[src/rtl/core/ccmm_pkg.sv]
`timescale 1ns / 1ps
`default_nettype none
// ----------------------------------------------------------------------------
// ccmm_pkg
// Shared types and constants of the channel mode manager.
// ----------------------------------------------------------------------------
package ccmm_pkg;

  localparam int NUM_CHANNELS = 4;
  localparam int NUM_USERS    = 8;
  localparam int COUNT_BITS   = 8;
  localparam int CH_W         = (NUM_CHANNELS > 1) ? $clog2(NUM_CHANNELS) : 1;
  localparam int USR_W        = (NUM_USERS > 1) ? $clog2(NUM_USERS) : 1;
  localparam logic [COUNT_BITS-1:0] CNT_MAX = {COUNT_BITS{1'b1}};

  typedef enum logic [3:0] {
    K_TICK = 4'd0, K_REQUEST = 4'd1, K_GET_REQ = 4'd2, K_GET_CUR = 4'd3,
    K_ALLOWED = 4'd4, K_BUS_MODE = 4'd5, K_DCM_ACT = 4'd6, K_DCM_INACT = 4'd7,
    K_DCM_PASS = 4'd8, K_LIMIT_CH = 4'd9, K_LIMIT_ECU = 4'd10,
    K_PREVENT = 4'd11, K_INHIBIT = 4'd12
  } kind_t;

  localparam logic [1:0] ST_OK = 2'd0, ST_BAD_USER = 2'd1, ST_BAD_CH = 2'd2,
                         ST_BAD_MODE = 2'd3;
  localparam logic [1:0] M_NONE = 2'd0, M_SILENT = 2'd1, M_FULL = 2'd2,
                         M_INVALID = 2'd3;
  localparam logic [1:0] F_NONE = 2'd0, F_PEND = 2'd1, F_FULL = 2'd2,
                         F_SILENT = 2'd3;
  localparam logic [1:0] CFG_MAP = 2'd0, CFG_WAKE = 2'd1, CFG_DELAY = 2'd2,
                         CFG_TMO = 2'd3;

  typedef struct packed {
    logic [1:0] status;
    logic [1:0] mode_out;
    logic [1:0] inhibition;
    logic [2:0] channel_out;
    logic [1:0] channel_fsm;
    logic       last;
  } res_t;

  typedef struct packed {
    logic [3:0] kind;
    logic [3:0] user;
    logic [2:0] channel;
    logic [1:0] mode;
    logic       flag;
  } item_t;

  // controller -> datapath
  typedef struct packed {
    logic          exec;   // run non-tick item
    logic          step;   // step channel ch
    logic [CH_W-1:0] ch;
    logic          last;
  } cmd_t;

endpackage
`default_nettype wire

[src/rtl/core/ccmm_if.sv]
`timescale 1ns / 1ps
`default_nettype none
// ----------------------------------------------------------------------------
// ccmm_if
// Valid/ready channel carrying a generic payload.
// ----------------------------------------------------------------------------
interface ccmm_if #(parameter type T = logic) ();
  logic valid;
  logic ready;
  T     data;
  modport source (output valid, output data, input ready);
  modport sink (input valid, input data, output ready);
endinterface
`default_nettype wire

[src/rtl/core/ccmm_ctrl.sv]
`timescale 1ns / 1ps
`default_nettype none
// ----------------------------------------------------------------------------
// ccmm_ctrl
// Sequencer: takes an item, issues exec or one step per channel.
// ----------------------------------------------------------------------------
module ccmm_ctrl (
  input  wire logic           clk,
  input  wire logic           rst_n,
  input  wire logic           in_valid,
  input  wire logic           in_is_tick,
  output logic                in_ready,
  input  wire logic           res_free,
  output ccmm_pkg::cmd_t      cmd
);
  typedef enum logic [2:0] {S_IDLE = 3'b001, S_EXEC = 3'b010, S_TICK = 3'b100} state_t;
  state_t state_r, state_nxt;
  logic [ccmm_pkg::CH_W-1:0] ch_r, ch_nxt;
  localparam logic [ccmm_pkg::CH_W-1:0] CH_LAST = ccmm_pkg::CH_W'(ccmm_pkg::NUM_CHANNELS - 1);

  assign in_ready = (state_r == S_IDLE);

  always_comb begin
    state_nxt = state_r;
    ch_nxt    = ch_r;
    cmd       = '0;
    unique case (state_r)
      S_IDLE: begin
        if (in_valid) begin
          state_nxt = in_is_tick ? S_TICK : S_EXEC;
          ch_nxt    = '0;
        end
      end
      S_EXEC: begin
        if (res_free) begin
          cmd.exec  = 1'b1;
          cmd.last  = 1'b1;
          state_nxt = S_IDLE;
        end
      end
      S_TICK: begin
        if (res_free) begin
          cmd.step = 1'b1;
          cmd.ch   = ch_r;
          cmd.last = (ch_r == CH_LAST);
          if (ch_r == CH_LAST) state_nxt = S_IDLE;
          else ch_nxt = ch_r + 1'b1;
        end
      end
      default: state_nxt = S_IDLE;
    endcase
  end

  always_ff @(posedge clk) begin
    if (!rst_n) begin
      state_r <= S_IDLE;
      ch_r    <= '0;
    end else begin
      state_r <= state_nxt;
      ch_r    <= ch_nxt;
    end
  end
endmodule
`default_nettype wire

[src/rtl/core/ccmm_dp.sv]
`timescale 1ns / 1ps
`default_nettype none
// ----------------------------------------------------------------------------
// ccmm_dp
// Channel/user state, config registers, result register.
// ----------------------------------------------------------------------------
module ccmm_dp (
  input  wire logic            clk,
  input  wire logic            rst_n,
  input  wire logic            cfg_we,
  input  wire logic [1:0]      cfg_idx,
  input  wire logic [31:0]     cfg_data,
  input  wire logic            cap,
  input  wire ccmm_pkg::item_t item,
  input  wire ccmm_pkg::cmd_t  cmd,
  output logic                 res_free,
  output logic                 out_valid,
  input  wire logic            out_ready,
  output ccmm_pkg::res_t       out_data
);
  localparam int NC = ccmm_pkg::NUM_CHANNELS;
  localparam int NU = ccmm_pkg::NUM_USERS;
  localparam int CB = ccmm_pkg::COUNT_BITS;

  logic [31:0] map_r, dly_r, tmo_r;
  logic [3:0]  wsup_r;
  ccmm_pkg::item_t item_r;
  logic [1:0] fsm_r [NC];
  logic [CB-1:0] cnt_r [NC];
  logic [NC-1:0] allow_r, winh_r, lim_r, dact_r, dpas_r;
  logic [1:0] umode_r [NU];
  logic ecu_r;
  logic vld_r;
  ccmm_pkg::res_t res_r;

  assign res_free  = !vld_r || out_ready;
  assign out_valid = vld_r;
  assign out_data  = res_r;

  function automatic logic maps(logic [31:0] m, int u, int c);
    if (c >= 4 || 4 * u + c >= 32) return 1'b0;
    return m[4 * u + c];
  endfunction

  function automatic logic [CB-1:0] ld(logic [31:0] p, int c);
    logic [7:0] v;
    if (c >= 4) return '0;
    v = p[8 * c +: 8];
    if (CB >= 8) return CB'(v);
    return (v > 8'(ccmm_pkg::CNT_MAX)) ? ccmm_pkg::CNT_MAX : CB'(v);
  endfunction

  function automatic logic [1:0] fmode(logic [1:0] s);
    return (s == ccmm_pkg::F_FULL) ? ccmm_pkg::M_FULL :
           (s == ccmm_pkg::F_SILENT) ? ccmm_pkg::M_SILENT : ccmm_pkg::M_NONE;
  endfunction

  // per-channel request and next state (step)
  logic [1:0] req;
  logic [1:0] nfsm;
  logic [CB-1:0] ncnt;
  logic [1:0] cf;
  logic [CB-1:0] cc;
  logic ubad, cbad;
  logic [ccmm_pkg::CH_W-1:0] ich;
  logic [ccmm_pkg::USR_W-1:0] iu;
  logic [1:0] best;
  ccmm_pkg::res_t rx;

  assign ubad = 32'(item_r.user) >= NU;
  assign cbad = 32'(item_r.channel) >= NC;
  assign ich  = item_r.channel[ccmm_pkg::CH_W-1:0];
  assign iu   = item_r.user[ccmm_pkg::USR_W-1:0];

  always_comb begin
    req = ccmm_pkg::M_NONE;
    for (int u = 0; u < NU; u++)
      if (maps(map_r, u, int'(cmd.ch)) && umode_r[u] > req) req = umode_r[u];
    if (dact_r[cmd.ch] && req < ccmm_pkg::M_FULL) req = ccmm_pkg::M_FULL;
    if (dpas_r[cmd.ch] && req < ccmm_pkg::M_SILENT) req = ccmm_pkg::M_SILENT;
    if (ecu_r || lim_r[cmd.ch] || !allow_r[cmd.ch]) req = ccmm_pkg::M_NONE;
    cf = fsm_r[cmd.ch];
    cc = cnt_r[cmd.ch];
    nfsm = cf;
    ncnt = cc;
    case (cf)
      ccmm_pkg::F_NONE:
        if (req == ccmm_pkg::M_FULL) begin
          nfsm = ccmm_pkg::F_PEND; ncnt = ld(dly_r, int'(cmd.ch));
        end
      ccmm_pkg::F_PEND: begin
        if (cc != '0) ncnt = cc - 1'b1;
        else nfsm = ccmm_pkg::F_FULL;
        if (req == ccmm_pkg::M_NONE) nfsm = ccmm_pkg::F_NONE;
      end
      ccmm_pkg::F_FULL:
        if (req != ccmm_pkg::M_FULL) begin
          nfsm = ccmm_pkg::F_SILENT; ncnt = ld(tmo_r, int'(cmd.ch));
        end
      default:
        if (req == ccmm_pkg::M_FULL) nfsm = ccmm_pkg::F_FULL;
        else if (req == ccmm_pkg::M_NONE) begin
          if (cc != '0) ncnt = cc - 1'b1;
          else nfsm = ccmm_pkg::F_NONE;
        end
    endcase
    best = ccmm_pkg::M_NONE;
    for (int c = 0; c < NC; c++)
      if (maps(map_r, int'(item_r.user), c) && fmode(fsm_r[c]) > best)
        best = fmode(fsm_r[c]);
    rx = '0;
    rx.last = 1'b1;
    if (item_r.kind >= 4'd1 && item_r.kind <= 4'd3 && ubad)
      rx.status = ccmm_pkg::ST_BAD_USER;
    else if (((item_r.kind >= 4'd4 && item_r.kind <= 4'd9) ||
              item_r.kind == ccmm_pkg::K_PREVENT || item_r.kind == ccmm_pkg::K_INHIBIT)
             && cbad)
      rx.status = ccmm_pkg::ST_BAD_CH;
    else if ((item_r.kind == ccmm_pkg::K_REQUEST || item_r.kind == ccmm_pkg::K_BUS_MODE)
             && item_r.mode == ccmm_pkg::M_INVALID)
      rx.status = ccmm_pkg::ST_BAD_MODE;
    else if (item_r.kind == ccmm_pkg::K_GET_REQ) rx.mode_out = umode_r[iu];
    else if (item_r.kind == ccmm_pkg::K_GET_CUR) rx.mode_out = best;
    else if (item_r.kind == ccmm_pkg::K_INHIBIT)
      rx.inhibition = {lim_r[ich] | ecu_r, winh_r[ich]};
  end

  logic ok;
  assign ok = (rx.status == ccmm_pkg::ST_OK);

  always_ff @(posedge clk) begin
    if (cap) item_r <= item;
    if (cfg_we) begin
      unique case (cfg_idx)
        ccmm_pkg::CFG_MAP:   map_r  <= cfg_data;
        ccmm_pkg::CFG_WAKE:  wsup_r <= cfg_data[3:0];
        ccmm_pkg::CFG_DELAY: dly_r  <= cfg_data;
        ccmm_pkg::CFG_TMO:   tmo_r  <= cfg_data;
        default: ;
      endcase
    end
    if (cmd.step) begin
      fsm_r[cmd.ch] <= nfsm;
      cnt_r[cmd.ch] <= ncnt;
      res_r <= '{status: ccmm_pkg::ST_OK, mode_out: fmode(nfsm),
                 inhibition: {lim_r[cmd.ch] | ecu_r, winh_r[cmd.ch]},
                 channel_out: 3'(cmd.ch), channel_fsm: nfsm, last: cmd.last};
    end
    if (cmd.exec) begin
      res_r <= rx;
      if (ok) begin
        case (item_r.kind)
          ccmm_pkg::K_REQUEST: umode_r[iu] <= item_r.mode;
          ccmm_pkg::K_ALLOWED: allow_r[ich] <= item_r.flag;
          ccmm_pkg::K_BUS_MODE:
            fsm_r[ich] <= (item_r.mode == ccmm_pkg::M_NONE) ? ccmm_pkg::F_NONE :
                          (item_r.mode == ccmm_pkg::M_SILENT) ? ccmm_pkg::F_SILENT :
                          ccmm_pkg::F_FULL;
          ccmm_pkg::K_DCM_ACT: begin dact_r[ich] <= 1'b1; dpas_r[ich] <= 1'b0; end
          ccmm_pkg::K_DCM_INACT: begin dact_r[ich] <= 1'b0; dpas_r[ich] <= 1'b0; end
          ccmm_pkg::K_DCM_PASS: dpas_r[ich] <= item_r.flag;
          ccmm_pkg::K_LIMIT_CH: lim_r[ich] <= item_r.flag;
          ccmm_pkg::K_LIMIT_ECU: ecu_r <= item_r.flag;
          ccmm_pkg::K_PREVENT: winh_r[ich] <= item_r.flag;
          default: ;
        endcase
      end
    end
    if (!rst_n) begin
      map_r <= '0; dly_r <= '0; tmo_r <= '0; wsup_r <= '0;
      for (int c = 0; c < NC; c++) begin fsm_r[c] <= '0; cnt_r[c] <= '0; end
      for (int u = 0; u < NU; u++) umode_r[u] <= '0;
      allow_r <= '1; winh_r <= '0; lim_r <= '0; dact_r <= '0; dpas_r <= '0;
      ecu_r <= 1'b0;
      vld_r <= 1'b0;
    end else if (cmd.step || cmd.exec) vld_r <= 1'b1;
    else if (out_ready) vld_r <= 1'b0;
  end

  // wake-up support mask is stored only
  logic unused_wsup;
  assign unused_wsup = ^wsup_r;
endmodule
`default_nettype wire

[src/rtl/core/comm_channel_mode_manager.sv]
`timescale 1ns / 1ps
`default_nettype none
// ----------------------------------------------------------------------------
// comm_channel_mode_manager
// Per-user requested modes and per-channel communication state machines.
// ----------------------------------------------------------------------------
// channel | dir | payload
// in_     | in  | kind, user, channel, mode, flag
// out_    | out | status, mode_out, inhibition, channel_out, channel_fsm, last
// cfg_    | in  | we, idx, data (4 registers)
//
// A non-tick item is accepted, then gives one result beat. A tick has the
// sequencer step one channel per cycle, while the output is not stalled, through
// the shared request-resolve and state logic, one beat each. Reset is synchronous;
// all state but the captured item and result data returns to defaults at once.
// Output stalls hold the sequencer; the result register frees as taken.
// ----------------------------------------------------------------------------
module comm_channel_mode_manager (
  input  wire logic        clk,
  input  wire logic        rst_n,
  ccmm_if.sink             in_ch,
  ccmm_if.source           out_ch,
  input  wire logic        cfg_we,
  input  wire logic [1:0]  cfg_idx,
  input  wire logic [31:0] cfg_data
);
  ccmm_pkg::cmd_t cmd;
  logic res_free;
  logic in_ready;
  ccmm_pkg::item_t item;

  assign item = in_ch.data;
  assign in_ch.ready = in_ready;

  ccmm_ctrl u_ctrl (
    .clk, .rst_n,
    .in_valid   (in_ch.valid),
    .in_is_tick (item.kind == ccmm_pkg::K_TICK),
    .in_ready,
    .res_free,
    .cmd
  );

  ccmm_dp u_dp (
    .clk, .rst_n, .cfg_we, .cfg_idx, .cfg_data,
    .cap       (in_ch.valid && in_ready),
    .item,
    .cmd,
    .res_free,
    .out_valid (out_ch.valid),
    .out_ready (out_ch.ready),
    .out_data  (out_ch.data)
  );
endmodule
`default_nettype wire

[src/flat_wrapper.sv]
// flat-port wrapper written by rule: the top's interface ports become plain ports
module comm_channel_mode_manager_flat import ccmm_pkg::*;
  (clk, rst_n, cfg_we, cfg_idx, cfg_data, in_ch_valid, in_ch_data, in_ch_ready, out_ch_valid, out_ch_data, out_ch_ready);
  ccmm_if #(.T(item_t)) in_ch_i ();
  ccmm_if #(.T(res_t)) out_ch_i ();
  input  wire logic clk;
  input  wire logic rst_n;
  input  wire logic cfg_we;
  input  wire logic [1:0] cfg_idx;
  input  wire logic [31:0] cfg_data;
  input wire logic [$bits(in_ch_i.valid)-1:0] in_ch_valid;
  input wire logic [$bits(in_ch_i.data)-1:0] in_ch_data;
  output wire logic [$bits(in_ch_i.ready)-1:0] in_ch_ready;
  output wire logic [$bits(out_ch_i.valid)-1:0] out_ch_valid;
  output wire logic [$bits(out_ch_i.data)-1:0] out_ch_data;
  input wire logic [$bits(out_ch_i.ready)-1:0] out_ch_ready;
  assign in_ch_i.valid = in_ch_valid;
  assign in_ch_i.data = in_ch_data;
  assign in_ch_ready = in_ch_i.ready;
  assign out_ch_valid = out_ch_i.valid;
  assign out_ch_data = out_ch_i.data;
  assign out_ch_i.ready = out_ch_ready;
  comm_channel_mode_manager u_core (.clk(clk), .rst_n(rst_n), .in_ch(in_ch_i), .out_ch(out_ch_i), .cfg_we(cfg_we), .cfg_idx(cfg_idx), .cfg_data(cfg_data));
endmodule
[config.mk]
export PLATFORM = sky130hd
export DESIGN_NAME = comm_channel_mode_manager_flat
export DESIGN_NICKNAME = d
export VERILOG_FILES = /design/src/rtl/core/ccmm_pkg.sv /design/src/rtl/core/ccmm_if.sv /design/src/rtl/core/ccmm_ctrl.sv /design/src/rtl/core/ccmm_dp.sv /design/src/rtl/core/comm_channel_mode_manager.sv /design/src/flat_wrapper.sv
export SDC_FILE = /design/constraint.sdc
export NUM_CORES = 1
export LEC_CHECK = 0
export BUFFER_PORTS_ARGS = -buffer_cell sky130_fd_sc_hd__buf_2
export CAP_MARGIN = 20
export CELL_PAD_IN_SITES_DETAIL_PLACEMENT = 0
export CELL_PAD_IN_SITES_GLOBAL_PLACEMENT = 1
export CORE_ASPECT_RATIO = 0.8
export CORE_UTILIZATION = 45
export CTS_CLUSTER_SIZE = 25
export DETAILED_ROUTE_END_ITERATION = 7
export PLACE_DENSITY_LB_ADDON = 0.08
export SYNTH_ARGS = -nofsm -noshare
export SYNTH_HDL_FRONTEND = slang
export SYNTH_SLANG_ARGS = --single-unit
[constraint.sdc]
create_clock -name clk -period 20.5 [get_ports clk]
set_input_delay 1.025 -clock clk [delete_from_list [all_inputs] [get_ports clk]]
set_output_delay 1.025 -clock clk [all_outputs]
set_load 0.03 [all_outputs]
==> flow_summary_export.csv, run 1 <==
group,metric,value,unit
outcome,status,"finished clean",
setup_path,r2r_start,"u_core.u_ctrl.ch_r[0]$_SDFFE_PN0P_",
clock_network,cts_root_buf,"clkbuf_16",
die,die_x,181,µm
setup_path,cp_common_cell,"ha_1",
synthesis,yosysSeqAreaShare,0.379,
timing,setup_viol,0,
timing,min_period_over_period,0.669,
power,p_clk_frac,0.442,
synthesis,ys.flop_type,"dfxtp_1",
layout,utilization,0.514,
detailed_routing,vias,10094,
global_route,grt_pass1_wl,53.9,mm
timing,relSlewSlack,0.310,
synthesis,syn_nets,1472,
synthesis,synth_fa_ha_area_frac,0.0207,
global_route,grt_pass1_vias,9008,
detailed_routing,route.detailed.drc,0,
setup_path,worstSetupPathType,"flop to flop",
synthesis,synth_area_leaders,"dfxtp_1 33%, nand2_1 9.5%, a21boi_0 7.5%",
power,powerDensity,72.5,nW/µm²
detailed_routing,dr.pass1.iters,7,
power,seqPwrFrac,0.480,
timing,drv_slew,0,
synthesis,yosys.area.top_type,"dfxtp_1",
synthesis,synth.top_cell.area_share,0.326,
synthesis,syn_area_per_cell,8.20,µm²
setup_path,worstPathMaxFanout,54,
timing,final_hold_viol_count,0,
power,power.internal,0.684,mW
detailed_routing,drt-initial-drc-count,849,
synthesis,ys_ff_latch,207,
clock_network,tritoncts,"done",
worst_hold_path,hp-start,"u_core.u_dp.out_data[2]$_SDFFE_PP0P_",
clock_network,ctsHoldBuffers,0,
clock_network,clk_pin_slew,0.06,ns
clock_network,cts_inserted_buffers,23,
die,die_h,145,µm
synthesis,yosys_warnings,0,
setup_path,crit_arrival,14.07,ns
clock_network,clk_latency,0.52,ns
detailed_routing,via_per_inst,5.81,
power,p_leak,4.49,nW
timing,max_freq,72.9,MHz
die,start_util,0.465,
power,vdd_ir_drop_max,0.0520,mV
placement,gp_congestion,0.914,
clock_network,post-cts-setup-buffer-count,0,
timing,rsz0062_at_grt,"false",
global_route,grtUsageTotal,0.264,
power,p_sw_frac,0.256,
global_route,antenna_found_initial,0,
setup_path,startpoint,"u_core.u_ctrl.ch_r[0]$_SDFFE_PN0P_",
run,maxCapViolations,0,
timing,finClkSkew,0.0156,ns
synthesis,synth_compound_area_frac,0.257,
layout,diodes,0,
synthesis,synthSimpleGateAreaFrac,0.211,
placement,post-dp-hpwl,24.5,mm
synthesis,synth_top_family_by_area,"compound AO/OA/AOI/OAI gates",
setup_path,critical_path_required,20.86,ns
setup_path,startpoint_type,"flop",
die,rows,51,
clock_network,cts_buffer_depth,3,
setup_path,cp_slowest_cell,"o21ai_2",
layout,drive_gt1_frac,0.130,
synthesis,synth_edf_count,20,
die,core,24700,µm²
clock_network,cts_resized,0,
timing,worst_pin_slew,1.01,ns
setup_path,max_stage_delay,0.81,ns
detailed_routing,routed_wl,34.8,mm
global_route,grt_max_degree,116,
power,p_comb_frac,0.079,
synthesis,syn_inst,1400,
synthesis,async_flop_share,0,
synthesis,synth_cell_types,82,
timing,tns,0,ns
layout,fin_nets,1476,
power,p_sw,0.236,mW
placement,io_buffers,65,
synthesis,synthXorXnorAreaFrac,0.00153,
layout,area_growth,10.6,%
global_route,grt_overflow_total,0,
synthesis,syn_area,11500,µm²
die,ioPinCount,67,
detailed_routing,wl_per_cell,20.0,µm
timing,period_needed,13.71,ns
clock_network,clock_sinks,207,
layout,nFillCells,2395,
die,die_area,26100,µm²
worst_hold_path,hp-class,"flop to flop",
clock_network,cts.htree.levels,1,
synthesis,muxShareOfSynthArea,0.0893,
setup_path,worstSetupEndpointType,"flop",
detailed_routing,antenna_left,0,
cells in the final DEF (no fill, tap or decap), types with 11 or more instances in the layout:
cell	netlist	final
o211ai_1	11	11
dfxtp_1	187	185
buf_2	7	64
mux2_2	15	15
nand2_1	290	289
inv_1	21	21
a21boi_0	115	115
o21ai_0	73	73
and2_1	11	11
nor2_1	116	114
a21oi_1	79	79
nor3_1	11	11
clkbuf_16	0	23
nand3_1	33	33
mux2i_1	57	57
o221ai_1	16	16
mux4_2	12	12
nor2b_1	33	33
ha_1	19	19
nand2b_1	15	15
edfxtp_1	20	20
buf_4	2	13
path summary, 6_finish.rpt:
check	depth (start not counted)	endpoint	slack, ns
setup / recovery	49	u_core.u_dp.cnt_r[0][6]$_SDFFE_PN0P_	6.79
hold / removal	2	u_core.u_dp.out_data[2]$_SDFFE_PP0P_	0.45
setup reg to reg	49	u_core.u_dp.cnt_r[0][6]$_SDFFE_PN0P_	6.79
hold reg to reg	2	u_core.u_dp.out_data[2]$_SDFFE_PP0P_	0.45
power groups by stage:
stage                     Combinational [mW]  Clock (mW)  Sequential (mW)
after CTS                             0.0714       0.414            0.441
after global placement                0.0710           0            0.450
final                                 0.0724       0.406            0.441
after global routing                  0.0785       0.431            0.443
after floorplan                       0.0480           0            0.444
after detailed placement              0.0711           0            0.450
through the flow:
step	power (mW)	hold WS [ns]	worst slack, ns	std cells	instance area (µm²)
after floorplan	0.492	0.443	9.60	1400	11500
after global placement	0.520	0.447	7.30	1695	11900
after detailed placement	0.521	0.448	6.93	1695	11900
after CTS	0.926	0.458	6.92	1736	12600
after global routing	0.952	0.475	5.46	1738	12700
final	0.919	0.452	6.79	1738	12700
final cells by class:
cell class | instances | area [µm²] | area share
multi-input combinational | 1071 | 6660 | 0.525
sequential | 207 | 4350 | 0.343
clock buffer | 33 | 653 | 0.0515
timing repair buffer | 79 | 473 | 0.0373
tap | 318 | 398 | 0.0314
inverter | 22 | 82.6 | 0.00651
clock inverter | 8 | 71.3 | 0.00562
layer usage:
metal / global-route usage / wire length (µm) / up-vias
li1: - / - / 4985
met5: 0 / 0 / -
met3: 0.0318 / 1740 / 36
met2: 0.387 / 14500 / 252
met4: 0.0450 / 444 / 0
met1: 0.412 / 18100 / 4821
registers in the layout (all words and copies together), names as in the netlist, named ones only:
name	count
u_core.u_dp.dpas_r	4
u_core.u_dp.ecu_r	1
u_core.u_dp.dly_r	32
u_core.u_dp.umode_r	16
u_core.u_dp.cnt_r	32
u_core.u_dp.item_r	12
u_core.u_dp.out_data	11
u_core.u_dp.winh_r	4
u_core.u_dp.allow_r	4
u_core.u_dp.ich	2
u_core.u_dp.fsm_r	8
u_core.u_dp.lim_r	4
u_core.u_ctrl.ch_r	2
u_core.u_dp.tmo_r	32
u_core.u_ctrl.state_r	3
u_core.u_dp.out_valid	1
u_core.u_dp.map_r	32
cells in the mapped netlist, drive strengths merged (5+ instances only):
library cell / n
o22ai: 8
buf: 19
mux4: 12
a21boi: 116
o221ai: 16
ha: 19
dfxtp: 187
and2: 12
a22o: 5
o2111ai: 6
a21oi: 80
o221a: 6
a31oi: 8
o21ai: 76
mux2i: 57
nor4: 5
a221oi: 5
o31ai: 6
edfxtp: 20
inv: 22
clkbuf: 81
or3: 7
a2bb2oi: 9
nand2: 290
and3: 5
o211a: 10
nand2b: 15
nor3: 12
a22oi: 10
nand3: 33
o211ai: 13
nor2b: 33
or2: 6
mux2: 16
nor2: 116
cell families (layout without fill, tap and decap cells):
family / after synthesis / after routing
and+or+nand+nor: 549 / 549
AOI/OAI and AO/OA: 415 / 415
DFF: 207 / 207
buffers and inverters: 122 / 142
muxes: 85 / 85
adders and majority gates: 19 / 19
xor gates and xnor gates: 2 / 2
other: 1 / 1
worst max-delay path, delay by kind of cell (launching register included):
| kind | cells | cell delay [ns] |
|---|---|---|
| simple gates | 14 | 2.90 |
| mux | 1 | 0.40 |
| buf+inv | 3 | 0.84 |
| fa+ha+maj | 7 | 1.92 |
| flops | 1 | 0.71 |
| compound gates | 24 | 6.80 |
No activity file was read; power rests on OpenSTA's default activity.
==> run 2: changes to the inputs <==
--- a/config.mk
+++ b/config.mk
@@ -10,7 +10,7 @@
 export CELL_PAD_IN_SITES_DETAIL_PLACEMENT = 0
 export CELL_PAD_IN_SITES_GLOBAL_PLACEMENT = 1
 export CORE_ASPECT_RATIO = 0.8
-export CORE_UTILIZATION = 45
+export CORE_UTILIZATION = 42
 export CTS_CLUSTER_SIZE = 25
 export DETAILED_ROUTE_END_ITERATION = 7
 export PLACE_DENSITY_LB_ADDON = 0.08
==> constraint.sdc (replaced) <==
create_clock -name clk -period 11 [get_ports clk]
set_input_delay 0.55 -clock clk [delete_from_list [all_inputs] [get_ports clk]]
set_output_delay 0.55 -clock clk [all_outputs]
set_load 0.03 [all_outputs]
==> run 2 against run 1 <==
Against the previous run:
- clock skew shrank 0.0075 ns
- power up 88%
- register-to-register slack lost 6.5 ns
- wire length increased by 4.4%
- worst setup slack got worse by 6.5 ns
- die area is 7.1% higher
- hold slack got worse by 0.25 ns
- maximum frequency rose by 29%
- via count rose by 2.9%
- critical path depth grew 1
==> flow_summary_export.csv, run 2 (synthesis results as in run 1) <==
group,metric,value,unit
detailed_routing,vias,10391,
detailed_routing,dr.pass1.iters,5,
layout,seq_area,4350,µm²
timing,final_hold_viol_count,0,
outcome,status,"finished clean",
timing,finClkSkew,0.00808,ns
power,p_comb_frac,0.079,
layout,layout_common_cells,"289 x nand2_1, 184 x dfxtp_1, 115 x a21boi_0, 110 x nor2_1, 78 x a21oi_1",
global_route,grtUsageTotal,0.255,
die,die_h,150,µm
placement,gp_congestion,0.872,
power,vdd_ir_drop_max,0.0928,mV
setup_path,rrSetupSlack,0.33,ns
setup_path,cp_common_cell,"ha_1",
detailed_routing,antenna_left,0,
detailed_routing,routed_wl,36.3,mm
timing,relSlewSlack,0.331,
setup_path,r2r_start,"u_core.u_ctrl.ch_r[0]$_SDFFE_PN0P_",
placement,post-dp-hpwl,24.8,mm
timing,period_needed,10.67,ns
placement,place_ws,-0.346,ns
clock_network,clk_pin_slew,0.06,ns
setup_path,reg2reg_to,"u_core.u_dp.cnt_r[2][6]$_SDFFE_PN0P_",
timing,whs,0.207,ns
die,die_x,187,µm
layout,drive_gt1_frac,0.181,
setup_path,worstSetupPathType,"flop to flop",
global_route,grt_overflow_total,0,
timing,max_freq,93.7,MHz
worst_hold_path,hold_depth,1,
run,maxCapViolations,0,
worst_hold_path,min_to,"u_core.u_dp.item_r[2]$_DFFE_PP_",
power,p_clk_frac,0.446,
die,start_util,0.433,
die,rows,53,
power,p_total,1.73,mW
layout,diodes,0,
layout,area_growth,16.9,%
timing,worst_pin_slew,1.00,ns
clock_network,cts_root_buf,"clkbuf_16",
power,p_sw_frac,0.249,
power,powerDensity,129,nW/µm²
timing,tns,0,ns
global_route,grt_pass1_wl,56.1,mm
setup_path,worstSetupEndpointType,"flop",
power,p_leak,4.76,nW
layout,fin_nets,1519,
setup_path,rr_worst_depth,50,
die,die_area,28000,µm²
clock_network,cts.htree.levels,1,
setup_path,worstPathMaxFanout,6,
setup_path,max_stage_delay,0.44,ns
layout,multi_input_area,7000,µm²
clock_network,cts_buffer_depth,3,
setup_path,cp_slowest_cell,"o41a_1",
timing,min_period_over_period,0.970,
clock_network,clk_latency,0.52,ns
detailed_routing,route.detailed.drc,0,
detailed_routing,drt-initial-drc-count,777,
clock_network,ctsHoldBuffers,0,
power,power.internal,1.30,mW
timing,setup_viol,0,
clock_network,tritoncts,"done",
layout,nFillCells,2622,
global_route,grt_pass1_vias,9566,
setup_path,critical_path_required,11.36,ns
global_route,antenna_found_initial,0,
clock_network,cts_inserted_buffers,23,
setup_path,crit_arrival,11.03,ns
worst_hold_path,hp-class,"input pin to flop",
layout,finalInstanceArea,13400,µm²
power,p_sw,0.431,mW
layout,layout_commonest_cell,"nand2_1",
die,ioPinCount,67,
placement,io_buffers,65,
power,seqPwrFrac,0.474,
global_route,grt_max_degree,94,
timing,drv_slew,0,
worst_hold_path,hp-start,"in_ch_data[2]",
placement,placed_cell_area,12100,µm²
die,core,26500,µm²
detailed_routing,via_per_inst,5.72,
detailed_routing,wl_per_cell,20.0,µm
timing,rsz0062_at_grt,"true",
setup_path,startpoint_type,"flop",
clock_network,clock_sinks,207,
timing,setup_ws,0.328,ns
[run 2: worst max-delay path by stage]
| stage | startpoint | endpoint | slack, ns |
|---|---|---|---|
| finish | u_core.u_ctrl.ch_r[0]$_SDFFE_PN0P_ | u_core.u_dp.cnt_r[2][6]$_SDFFE_PN0P_ | 0.33 |
| global route | u_core.u_ctrl.state_r[2]$_SDFFE_PN0P_ | u_core.u_dp.cnt_r[1][6]$_SDFFE_PN0P_ | -0.16 |
| CTS | u_core.u_ctrl.state_r[2]$_SDFFE_PN0P_ | u_core.u_dp.fsm_r[1][1]$_SDFFE_PN0P_ | 0.003 |
| detailed placement | out_ch_ready | u_core.u_dp.cnt_r[2][6]$_SDFFE_PN0P_ | -0.35 |
| global placement | out_ch_ready | u_core.u_dp.cnt_r[1][6]$_SDFFE_PN0P_ | 0.06 |
| floorplan | out_ch_ready | u_core.u_dp.cnt_r[1][7]$_SDFFE_PN0P_ | 0.57 |
[run 2: power by group through the flow]
stage	logic (mW)	clock network, mW	registers (mW)
global placement	0.133	0	0.837
finish	0.137	0.773	0.821
global route	0.150	0.825	0.825
CTS	0.134	0.795	0.821
detailed placement	0.134	0	0.837
floorplan	0.0895	0	0.827
[run 2: worst max-delay path: cells and delay by family (launching register included)]
family | cells | cell delay (ns)
buffers and inverters | 3 | 0.32
and+or+nand+nor | 14 | 2.74
adders and majority gates | 7 | 1.65
AOI/OAI and AO/OA | 24 | 4.72
DFF | 1 | 0.37
muxes | 2 | 0.67
[run 2: cell type report]
class | instances | area share
Tap cell | 357 | 0.0333
Clock inverter | 4 | 0.00392
Multi-Input combinational cell | 1074 | 0.522
Clock buffer | 35 | 0.0522
Inverter | 22 | 0.00616
Sequential cell | 207 | 0.324
Timing Repair Buffer | 119 | 0.0583
[run 2: per-stage QoR]
step | utilization | instances
after floorplan | - | 1400
after global placement | 0.455 | 1750
after detailed placement | 0.455 | 1750
after CTS | 0.486 | 1791
after global routing | 0.506 | 1818
final | 0.506 | 1818
[run 2: metal layers]
metal / wire (µm) / global-route usage
met5: 0 / 0
met2: 15700 / 0.380
met4: 651 / 0.0619
met1: 18000 / 0.382
met3: 1980 / 0.0375
[run 2: what timing repair did]
action | CTS | global route
gates cloned | 1 | 2
buffers inserted | 1 | 22
resized for setup | 4 | 51
pin swaps | 3 | 32
endpoints found under the setup margin | 28 | 44
